### src/hdl/frqs_pkg.sv
package frqs_pkg;

	typedef enum logic [1:0] {
		ACT_ADD      = 2'd0,
		ACT_SETSTATE = 2'd1,
		ACT_TAIL     = 2'd2,
		ACT_HEAD     = 2'd3
	} action_t;

	typedef enum logic [1:0] {
		TS_READY   = 2'd0,
		TS_SUSPEND = 2'd1,
		TS_IDLE    = 2'd2,
		TS_OTHER   = 2'd3
	} task_state_t;

	typedef enum logic [1:0] {
		OP_NONE  = 2'd0,
		OP_TAIL  = 2'd1,
		OP_HEAD  = 2'd2,
		OP_SLEEP = 2'd3
	} list_op_t;

	typedef struct packed {
		logic     step;
		list_op_t op;
		logic     set_idle;
		logic     write_state;
		logic [1:0] state_val;
	} frqs_cmd_t;

	typedef struct packed {
		logic busy;
	} frqs_sts_t;

endpackage

### src/hdl/fifo_ready_queue_scheduler.sv
// FIFO ready-queue scheduler for up to 16 task slots. Each accepted transaction
// names a task and an action (add, set state, to ready tail, to ready head) and
// returns one result with the picked task, ready count and the task's recorded
// state. The queue is a doubly linked list in flip-flops, so unlink and relink
// finish in the accept cycle: one transaction per cycle while the output is not
// stalled, result registered the next cycle. Reset needs no clearing pass.
module fifo_ready_queue_scheduler
	import frqs_pkg::*;
#(
	parameter int TASK_SLOTS = 16
)
(
	input  logic       clk,
	input  logic       arst_n,
	input  logic       in_valid,
	output logic       in_stall,
	input  logic [1:0] action,
	input  logic [3:0] task_id,
	input  logic       task_is_idle,
	input  logic [1:0] new_state,
	output logic       out_valid,
	input  logic       out_stall,
	output logic [3:0] picked_task,
	output logic       picked_is_idle,
	output logic       no_task,
	output logic [4:0] ready_count,
	output logic [1:0] task_state_now
);

	localparam int Slots = (TASK_SLOTS > 16) ? 16 : TASK_SLOTS;
	localparam int IdW = (Slots > 1) ? $clog2(Slots) : 1;

	frqs_cmd_t cmd;
	logic      slot_ok;

	frqs_ctrl u_ctrl (
		.clk, .arst_n, .in_valid, .in_stall, .action, .task_is_idle,
		.new_state, .slot_ok, .out_valid, .out_stall, .cmd
	);

	frqs_dp #(.TaskSlots(Slots), .IdW(IdW)) u_dp (
		.clk, .arst_n, .cmd, .task_id, .slot_ok, .out_valid, .out_stall,
		.picked_task, .picked_is_idle, .no_task, .ready_count, .task_state_now
	);

endmodule

### src/hdl/frqs_ctrl.sv
module frqs_ctrl
	import frqs_pkg::*;
(
	input  logic       clk,
	input  logic       arst_n,
	input  logic       in_valid,
	output logic       in_stall,
	input  logic [1:0] action,
	input  logic       task_is_idle,
	input  logic [1:0] new_state,
	input  logic       slot_ok,
	input  logic       out_valid,
	input  logic       out_stall,
	output frqs_cmd_t  cmd
);

	typedef enum logic [1:0] {
		ST_RUN  = 2'b01,
		ST_HOLD = 2'b10
	} state_t;

	state_t state_q, state_d;
	logic   accept;

	// result register may be refilled when empty or being drained
	assign in_stall = out_valid && out_stall;
	assign accept   = in_valid && !in_stall;

	always_comb begin
		state_d = state_q;
		unique case (state_q)
			ST_RUN:  if (in_stall) state_d = ST_HOLD;
			ST_HOLD: if (!in_stall) state_d = ST_RUN;
			default: state_d = ST_RUN;
		endcase
	end

	always_ff @(posedge clk or negedge arst_n) begin
		if (!arst_n) begin
			state_q <= ST_RUN;
		end else begin
			state_q <= state_d;
		end
	end

	always_comb begin
		cmd             = '0;
		cmd.step        = accept;
		cmd.op          = OP_NONE;
		cmd.state_val   = new_state;
		if (accept && slot_ok) begin
			unique case (action_t'(action))
				ACT_ADD: begin
					if (task_is_idle) begin
						cmd.set_idle = 1'b1;
					end else begin
						cmd.op          = OP_SLEEP;
						cmd.write_state = 1'b1;
						cmd.state_val   = TS_SUSPEND;
					end
				end
				ACT_SETSTATE: begin
					if (!task_is_idle) begin
						cmd.write_state = 1'b1;
						unique case (task_state_t'(new_state))
							TS_READY:   cmd.op = OP_TAIL;
							TS_SUSPEND: cmd.op = OP_SLEEP;
							TS_IDLE:    cmd.op = OP_SLEEP;
							default:    cmd.op = OP_NONE;
						endcase
					end
				end
				ACT_TAIL: if (!task_is_idle) cmd.op = OP_TAIL;
				default:  cmd.op = OP_HEAD;
			endcase
		end
	end

	assert property (@(posedge clk) disable iff (!arst_n)
		(state_q == ST_HOLD) |-> in_stall || !out_stall)
		else $error("hold state without stall");
	assert property (@(posedge clk) disable iff (!arst_n)
		!cmd.step |-> (cmd.op == OP_NONE && !cmd.write_state && !cmd.set_idle))
		else $error("command without accept");
	assert property (@(posedge clk) disable iff (!arst_n)
		!(cmd.set_idle && cmd.write_state))
		else $error("idle record and state write together");

endmodule

### src/hdl/frqs_dp.sv
module frqs_dp
	import frqs_pkg::*;
#(
	parameter int TaskSlots = 16,
	parameter int IdW = 4
)
(
	input  logic           clk,
	input  logic           arst_n,
	input  frqs_cmd_t      cmd,
	input  logic [3:0]     task_id,
	output logic           slot_ok,
	output logic           out_valid,
	input  logic           out_stall,
	output logic [3:0]     picked_task,
	output logic           picked_is_idle,
	output logic           no_task,
	output logic [4:0]     ready_count,
	output logic [1:0]     task_state_now
);

	localparam int CntW = $clog2(TaskSlots + 1);

	logic [1:0]     mem_q [TaskSlots];
	logic [IdW-1:0] next_q [TaskSlots];
	logic [IdW-1:0] prev_q [TaskSlots];
	logic [1:0]     rstate_q [TaskSlots];
	logic [IdW-1:0] head_q, tail_q, idle_q;
	logic           idle_v_q;
	logic [CntW-1:0] len_q;

	logic [IdW-1:0] t, p, n, head_a, tail_a;
	logic [CntW-1:0] len_a, len_d;
	logic           queued;

	assign slot_ok = ({4'b0, task_id} < 8'(TaskSlots)) || (IdW > 4);
	assign t = IdW'(task_id);
	assign queued = mem_q[t] == 2'd1;
	assign p = prev_q[t];
	assign n = next_q[t];

	// state after unlink
	always_comb begin
		head_a = head_q;
		tail_a = tail_q;
		len_a  = len_q;
		if (queued) begin
			if (head_q == t) head_a = n;
			if (tail_q == t) tail_a = p;
			len_a = len_q - 1'b1;
		end
		len_d = len_a;
		if (cmd.op == OP_TAIL || cmd.op == OP_HEAD) len_d = len_a + 1'b1;
	end

	always_ff @(posedge clk or negedge arst_n) begin
		if (!arst_n) begin
			for (int i = 0; i < TaskSlots; i++) begin
				mem_q[i]    <= 2'd0;
				rstate_q[i] <= TS_OTHER;
			end
			head_q   <= '0;
			tail_q   <= '0;
			len_q    <= '0;
			idle_v_q <= 1'b0;
			idle_q   <= '0;
		end else begin
			if (cmd.set_idle) begin
				idle_q   <= t;
				idle_v_q <= 1'b1;
			end
			if (cmd.write_state) rstate_q[t] <= cmd.state_val;
			if (cmd.op != OP_NONE) begin
				head_q <= head_a;
				tail_q <= tail_a;
				len_q  <= len_d;
				unique case (cmd.op)
					OP_SLEEP: mem_q[t] <= 2'd2;
					OP_TAIL: begin
						mem_q[t] <= 2'd1;
						tail_q   <= t;
						if (len_a == '0) head_q <= t;
					end
					OP_HEAD: begin
						mem_q[t] <= 2'd1;
						head_q   <= t;
						if (len_a == '0) tail_q <= t;
					end
					default: ;
				endcase
			end
		end
	end

	// link arrays carry no reset
	always_ff @(posedge clk) begin
		if (cmd.op != OP_NONE) begin
			if (queued) begin
				if (head_q != t) next_q[p] <= n;
				if (tail_q != t) prev_q[n] <= p;
			end
			if (cmd.op == OP_TAIL && len_a != '0) begin
				next_q[tail_a] <= t;
				prev_q[t]      <= tail_a;
			end
			if (cmd.op == OP_HEAD && len_a != '0) begin
				prev_q[head_a] <= t;
				next_q[t]      <= head_a;
			end
		end
	end

	// result register
	logic [1:0] st_now;
	logic [IdW-1:0] pick;
	always_comb begin
		st_now = cmd.write_state ? cmd.state_val : rstate_q[t];
		if (!slot_ok) st_now = 2'd0;
	end

	always_ff @(posedge clk or negedge arst_n) begin
		if (!arst_n) begin
			out_valid <= 1'b0;
		end else if (!(out_valid && out_stall)) begin
			out_valid <= cmd.step;
		end
	end

	logic [CntW-1:0] len_n;
	logic [IdW-1:0]  head_n;
	logic            idle_v_n;
	logic [IdW-1:0]  idle_n;
	always_comb begin
		len_n    = (cmd.op != OP_NONE) ? len_d : len_q;
		head_n   = head_q;
		if (cmd.op != OP_NONE) begin
			head_n = head_a;
			if (cmd.op == OP_HEAD || (cmd.op == OP_TAIL && len_a == '0)) head_n = t;
		end
		idle_v_n = cmd.set_idle || idle_v_q;
		idle_n   = cmd.set_idle ? t : idle_q;
		pick     = (len_n != '0) ? head_n : (idle_v_n ? idle_n : '0);
	end

	always_ff @(posedge clk) begin
		if (cmd.step && !(out_valid && out_stall)) begin
			picked_task    <= 4'(pick);
			picked_is_idle <= (len_n == '0) && idle_v_n;
			no_task        <= (len_n == '0) && !idle_v_n;
			ready_count    <= 5'(len_n);
			task_state_now <= st_now;
		end
	end

	assert property (@(posedge clk) disable iff (!arst_n)
		len_q <= CntW'(TaskSlots))
		else $error("ready length overflow");
	assert property (@(posedge clk) disable iff (!arst_n)
		out_valid |-> !(picked_is_idle && no_task))
		else $error("idle and empty both flagged");
	assert property (@(posedge clk) disable iff (!arst_n)
		(len_q == '0 && cmd.op == OP_TAIL) |=> (head_q == tail_q))
		else $error("single entry queue ends differ");

endmodule

### config.mk
export PLATFORM = sky130hd
export DESIGN_NAME = fifo_ready_queue_scheduler
export DESIGN_NICKNAME = d
export VERILOG_FILES = /design/src/hdl/frqs_pkg.sv /design/src/hdl/fifo_ready_queue_scheduler.sv /design/src/hdl/frqs_ctrl.sv /design/src/hdl/frqs_dp.sv
export SDC_FILE = /design/constraint.sdc
export NUM_CORES = 1
export LEC_CHECK = 0
export CAP_MARGIN = 20
export CORE_MARGIN = 2
export CORE_UTILIZATION = 50
export CTS_CLUSTER_SIZE = 30
export DETAILED_ROUTE_END_ITERATION = 7
export DONT_BUFFER_PORTS = 1
export HOLD_SLACK_MARGIN = 0.12
export PLACE_DENSITY = 0.67
export SYNTH_ARGS = -nofsm -noshare
export SYNTH_HDL_FRONTEND = slang
export SYNTH_SLANG_ARGS = --single-unit
### constraint.sdc
create_clock -name clk -period 6.5 [get_ports clk]
set_clock_uncertainty 0.05 [all_clocks]
set_input_delay 0 -clock clk [delete_from_list [all_inputs] [get_ports clk]]
set_output_delay 0 -clock clk [all_outputs]
set_load 0.05 [all_outputs]
; ---- After elaboration in Yosys (flattened, before gate mapping)
; Memories as Yosys holds them, arrays and structs flattened.
; Cells that the tools add are included.
[totals]
in_bits = 13
reg_bits = 96
n_memories = 2
elab_cells = 154
ramBits = 128
[classes]
order_cmp = 2
n_mux = 59
bitwise_logic = 7
eq_ne = 12
n_reduce_logical = 27
addsub = 2
[mem_list]
columns = name, words, width, rd, rd_ports_with_merged_regs, wr, line_no
row1 = u_dp.next_q, 16, 4, 1, 0, 2, frqs_dp.sv:25  ; logic [IdW-1:0] next_q [TaskSlots];
row2 = u_dp.prev_q, 16, 4, 1, 0, 2, frqs_dp.sv:26  ; logic [IdW-1:0] prev_q [TaskSlots];
[op_table]
columns = op, count
row1 = $pmux 32 s2, 1
row2 = $mux 4, 15
row3 = $and 16x16->16, 2
row4 = $bwmux 32, 1
row5 = $not 16->16, 2
row6 = $or 16x16->16, 2
row7 = $mux 1, 20
row8 = $mux 2, 9
row9 = $bmux 2 s4, 2
row10 = $pmux 4 s2, 2
row11 = $mux 5, 3
row12 = $logic_not 5->1, 2
row13 = $reduce_bool 5->1, 2
row14 = $logic_and 1x1->1, 9
row15 = $demux 2 s4, 1
row16 = $eq 2x1->1 const B, 4
row17 = $eq 2x2->1 const B, 4
row18 = $eq 4x4->1, 2
row19 = $ne 4x4->1, 2
row20 = $reduce_or 4->1, 2
row21 = $mux 6, 1
row22 = $pmux 2 s3, 1
row23 = $add 5x1->5 const B, 1
row24 = $ge 5x5->1 const B, 1
row25 = other kinds (12), 18

; ---- Depth between registers and ports, before layout
[logic_depth]
ltp_word = 13
depth_mapped = 18

; ---- Cells and area by module
; Synthesis repeated with hierarchy kept, for this count alone.
[hier_totals]
cells_unflattened = 1018
hier_area_um2 = 12777.3
[by_module_without_submodules]
columns = mod, area_each_um2, n_inst, cells_each
row1 = frqs_dp, 12650.9, 1, 1001
row2 = frqs_ctrl, 126.4, 1, 17

; ---- Least setup slack after synthesis
; OpenSTA, ideal clock, no wires.
[synth_path]
kind = register to register
start = reg with a tool-made name
end = mem u_dp.next_q[7][0], enable pin
setup_slack_ns = 2.264
required_ns = 6.089
t_arrival_ns = 3.824
setup_ns = 0.361
synth_period_minus_slack_ns = 4.236
path_stages_with_launch = 16
path_cell_list = dfrtp_1 > mux4_2 > mux2_2 > and3_1 > buf_2 > nor2_2 > nor2_1 > a21oi_1 > ha_1 > nor4bb_1 > o21ai_1 > a221o_1 > buf_2 > a21oi_1 > o21ai_2 > o21ai_0
[synth_lines]
columns = item, line_no
row1 = to (decl), frqs_dp.sv:25

==> implementation parameters <==
Parameter                              Value

Global route
  Total global routing track utilization ... 25.3%
  Met3 track demand over resource ... 3.94%
  GR Util met1 ... 35.8%
  Via count of the first global-routing pass ... 8769
  Antenna violations before repair ... 0
  Met2 track demand over resource ... 41.1%
  Maximum number of pins on one net before global-route repair ... 52
  Busiest layer in global routing ... met2
  Total overflow reported by the global router ... 0
  Global-route wire length before repair ... 52200 um

Pwr
  Ratio of total power to cell area ... 274 mW/mm^2
  Leak ... 5.52 nW
  Peak supply drop ... 0.203 mV

Routing
  DRC violation total after the first TritonRoute iteration ... 942
  Wire length after detailed routing ... 33100 um
  Vias per cell ... 6.43
  Count of unresolved DRC violations after routing ... 0
  Drt wl/cell ... 24.2 um
  First-pass iteration count of the detailed router ... 5
  Via Count ... 8792
  Count of nets left with antenna violations after detail routing ... 0

Setup path
  Critical path launch point type ... flop
  Worst flop-to-flop path endpoint ... u_dp.prev_q[4][0]
  Worst R2R Path Depth ... 13
  Largest fanout of any net on the critical path ... 16
  Critical setup path kind ... flop to flop
  Worst setup EP type ... flop
  Register-to-register setup slack ... 1.25 ns
  WP data arrival ... 5.42 ns
  CP Data Required Time ... 6.67 ns

Layout
  Most frequent standard cell in the layout excluding fill and tap cells ... sky130_fd_sc_hd__mux2i_1
  Post-route non-filler standard cell count ... 1368
  Inserted Diodes ... 0
  Most frequent cells in the layout ... 144 x sky130_fd_sc_hd__mux2i_1, 141 x sky130_fd_sc_hd__edfxtp_1, 108 x sky130_fd_sc_hd__nand2_1, 68 x sky130_fd_sc_hd__o21ai_0, 54 x sky130_fd_sc_hd__mux4_2
  Share of layout cells above drive strength 1 ... 21.7%
  Area delta synth->final ... 9.29%
  Filler cell count in the final layout ... 2095
  NumNets Final ... 1042

Synth
  Count of mapped cells out of synthesis ... 1042
  Cell variety after synth ... 75
  Net Count, Synth ... 1064
  Number of enable-type register cells in the synthesized netlist ... 141
  Sequential fraction of the synthesis area ... 49.6%
  Syn. warnings ... 0
  Post-synth ARST share ... 37.1%
  Flops & latches, synth ... 224
  Commonest register cell after synthesis ... sky130_fd_sc_hd__edfxtp_1
  Cell area after synthesis ... 0.0128 mm^2
  Synthesized area per cell ... 12.3 um^2

STA
  Hold violation count in the final report ... 0
  Share of the clock period used by the worst path ... 80.8%
  Unrepaired setup endpoints after global routing ... false
  Upper clock frequency limit ... 0.190 GHz
  Number of setup violations in the final report ... 0
  Slew at the pin closest to its max-slew limit ... 0.966 ns
  Max transition margin ... 34.3%
  Summed negative setup slack over all endpoints ... 0 ns
  Max-slew violation count ... 0
  Post-layout minimum cycle time ... 5.25 ns

Place
  Number of buffer cells added on primary ports ... 0
  Number of instances in the placed design ... 1303
  Half-perimeter wire length after detailed placement ... 21300 um
  Final estimated routing congestion in global placement ... 0.876

Clock network
  CTS Hold Bufs ... 20
  Deepest clock path buffer count ... 3
  CTS-repair resized insts ... 0
  TritonCTS buffer count ... 25
  Clk sinks ... 224
  Number of buffers inserted to repair setup after CTS ... 0
  CTS clk-pin slew, worst paths ... 0.06 ns
  H-Tree Level Count ... 1
  Clock latency on the worst-skew pair ... 0.53 ns
  Root Buffer Master ... sky130_fd_sc_hd__clkbuf_16
  TritonCTS clock tree ... yes

Floorplan
  Total Die Area ... 0.0269 mm^2
  Floorplan Core Area ... 0.0252 mm^2
  Initial Utilization ... 50.9%
  Number of top-level design ports ... 28
  Vertical die dimension ... 164 um
  Die X ... 164 um
  Number of cell rows ... 58

Run
  Max cap viols ... 0

Worst hold path
  Worst min-delay path class ... input port to async pin

Outcome
  Outcome ... finished clean
cell usage after synthesis, types with 4 or more instances:
cell                       instances  area [um^2]
sky130_fd_sc_hd__o21bai_1          7         52.6
sky130_fd_sc_hd__mux2_2           46          518
sky130_fd_sc_hd__and3_1            8         50.1
sky130_fd_sc_hd__ha_1              9          113
sky130_fd_sc_hd__inv_1            20         75.1
sky130_fd_sc_hd__o21ai_1           9         45.0
sky130_fd_sc_hd__buf_2            23          115
sky130_fd_sc_hd__clkbuf_1         44          165
sky130_fd_sc_hd__mux4_2           54         1220
sky130_fd_sc_hd__nand2_1         108          405
sky130_fd_sc_hd__a41oi_1           4         35.0
sky130_fd_sc_hd__nand4_1           7         43.8
sky130_fd_sc_hd__nor2_1           28          105
sky130_fd_sc_hd__nor3_1            9         45.0
sky130_fd_sc_hd__a22oi_1           6         45.0
sky130_fd_sc_hd__o21ai_2          13          114
sky130_fd_sc_hd__and2_1            4         25.0
sky130_fd_sc_hd__o21a_1            6         45.0
sky130_fd_sc_hd__nand3b_1          4         30.0
sky130_fd_sc_hd__dfrtp_1          51         1280
sky130_fd_sc_hd__nor4_1            6         37.5
sky130_fd_sc_hd__nand2b_1          6         37.5
sky130_fd_sc_hd__o22ai_1           8         50.1
sky130_fd_sc_hd__xor2_1            9         78.8
sky130_fd_sc_hd__mux2i_1         144         1440
sky130_fd_sc_hd__a221oi_1          5         43.8
sky130_fd_sc_hd__dfstp_2          32          841
sky130_fd_sc_hd__o21ai_0          68          340
sky130_fd_sc_hd__edfxtp_1        141         4230
sky130_fd_sc_hd__buf_1            13         48.8
sky130_fd_sc_hd__a21oi_1          27          135
sky130_fd_sc_hd__xnor2_1           4         35.0
sky130_fd_sc_hd__nand3_1          30          150
sky130_fd_sc_hd__mux2i_2           4         55.1
sky130_fd_sc_hd__nor2b_1           9         56.3
sky130_fd_sc_hd__buf_4             4         30.0
sky130_fd_sc_hd__a22o_1            5         43.8
per-stage QoR:
step / worst slack (ns) / hold slack, ns / total power, mW / utilization [%] / area (um^2)
6_report: 1.25 / 0.140 / 3.84 / 55.6 / 14000
4_1_cts: 1.29 / 0.129 / 3.85 / 55.6 / 14000
3_3_place_gp: 1.54 / -0.342 / 2.48 / 51.6 / 13000
5_1_grt: 0.835 / 0.159 / 3.99 / 55.6 / 14000
3_5_place_dp: 1.31 / -0.342 / 2.50 / 51.6 / 13000
2_1_floorplan: 2.26 / -0.346 / 2.34 / - / 12800
cells by family after synthesis:
kind of cell	share of synthesized area (%)
xor gates and xnor gates	0.889
adders and majority gates	0.879
AOI/OAI and AO/OA	9.98
DFF	49.6
buffers and inverters	3.48
muxes	25.2
and+or+nand+nor	9.99
layout make-up:
class,instances,area (um^2),area share [%]
tap,330,413,2.95
sequential,224,6350,45.4
timing repair buffer,36,375,2.68
clock buffer,36,698,4.99
inverter,20,75.1,0.536
clock inverter,9,48.8,0.348
multi-input combinational,713,6040,43.1
how the worst max path moves through the flow:
stage | start | end | slack (ns) | cells past startpoint
global route | flop | u_dp.next_q[0][3] | 0.84 | 13
detailed placement | flop | u_dp.prev_q[4][0] | 1.31 | 13
finish | flop | u_dp.prev_q[4][0] | 1.25 | 13
CTS | flop | u_dp.prev_q[4][0] | 1.29 | 13
floorplan | flop | u_dp.next_q[7][0] | 2.26 | 15
global placement | flop | u_dp.prev_q[4][1] | 1.54 | 13
critical path, cell delays in order, from the launching register on:
cell and delay, ns:
sky130_fd_sc_hd__dfrtp_1 0.38, sky130_fd_sc_hd__mux4_2 0.49, sky130_fd_sc_hd__mux2_2 0.34, sky130_fd_sc_hd__and3_1 0.30
sky130_fd_sc_hd__nor2_2 0.38, sky130_fd_sc_hd__nor2_1 0.08, sky130_fd_sc_hd__a21oi_1 0.19, sky130_fd_sc_hd__ha_1 0.20
sky130_fd_sc_hd__nor4bb_1 0.30, sky130_fd_sc_hd__o21ai_1 0.18, sky130_fd_sc_hd__a221oi_4 0.87, sky130_fd_sc_hd__nor2_4 0.16
sky130_fd_sc_hd__mux2i_2 0.81, sky130_fd_sc_hd__mux2i_1 0.19
metal layers:
layer / vias to the layer above / share of wire [%]
met5: - / 0
met4: 0 / 2.3
met2: 380 / 48
li1: 3939 / -
met1: 4411 / 43
met3: 62 / 6.8
report_power, final:
| group | switching, mW | leakage (nW) | total [mW] | internal [mW] |
|---|---|---|---|---|
| registers | 0.137 | 2.27 | 1.81 | 1.67 |
| clock network | 0.559 | 0.368 | 1.30 | 0.745 |
| logic | 0.427 | 2.89 | 0.720 | 0.293 |
(Power assumes the default switching activity.)
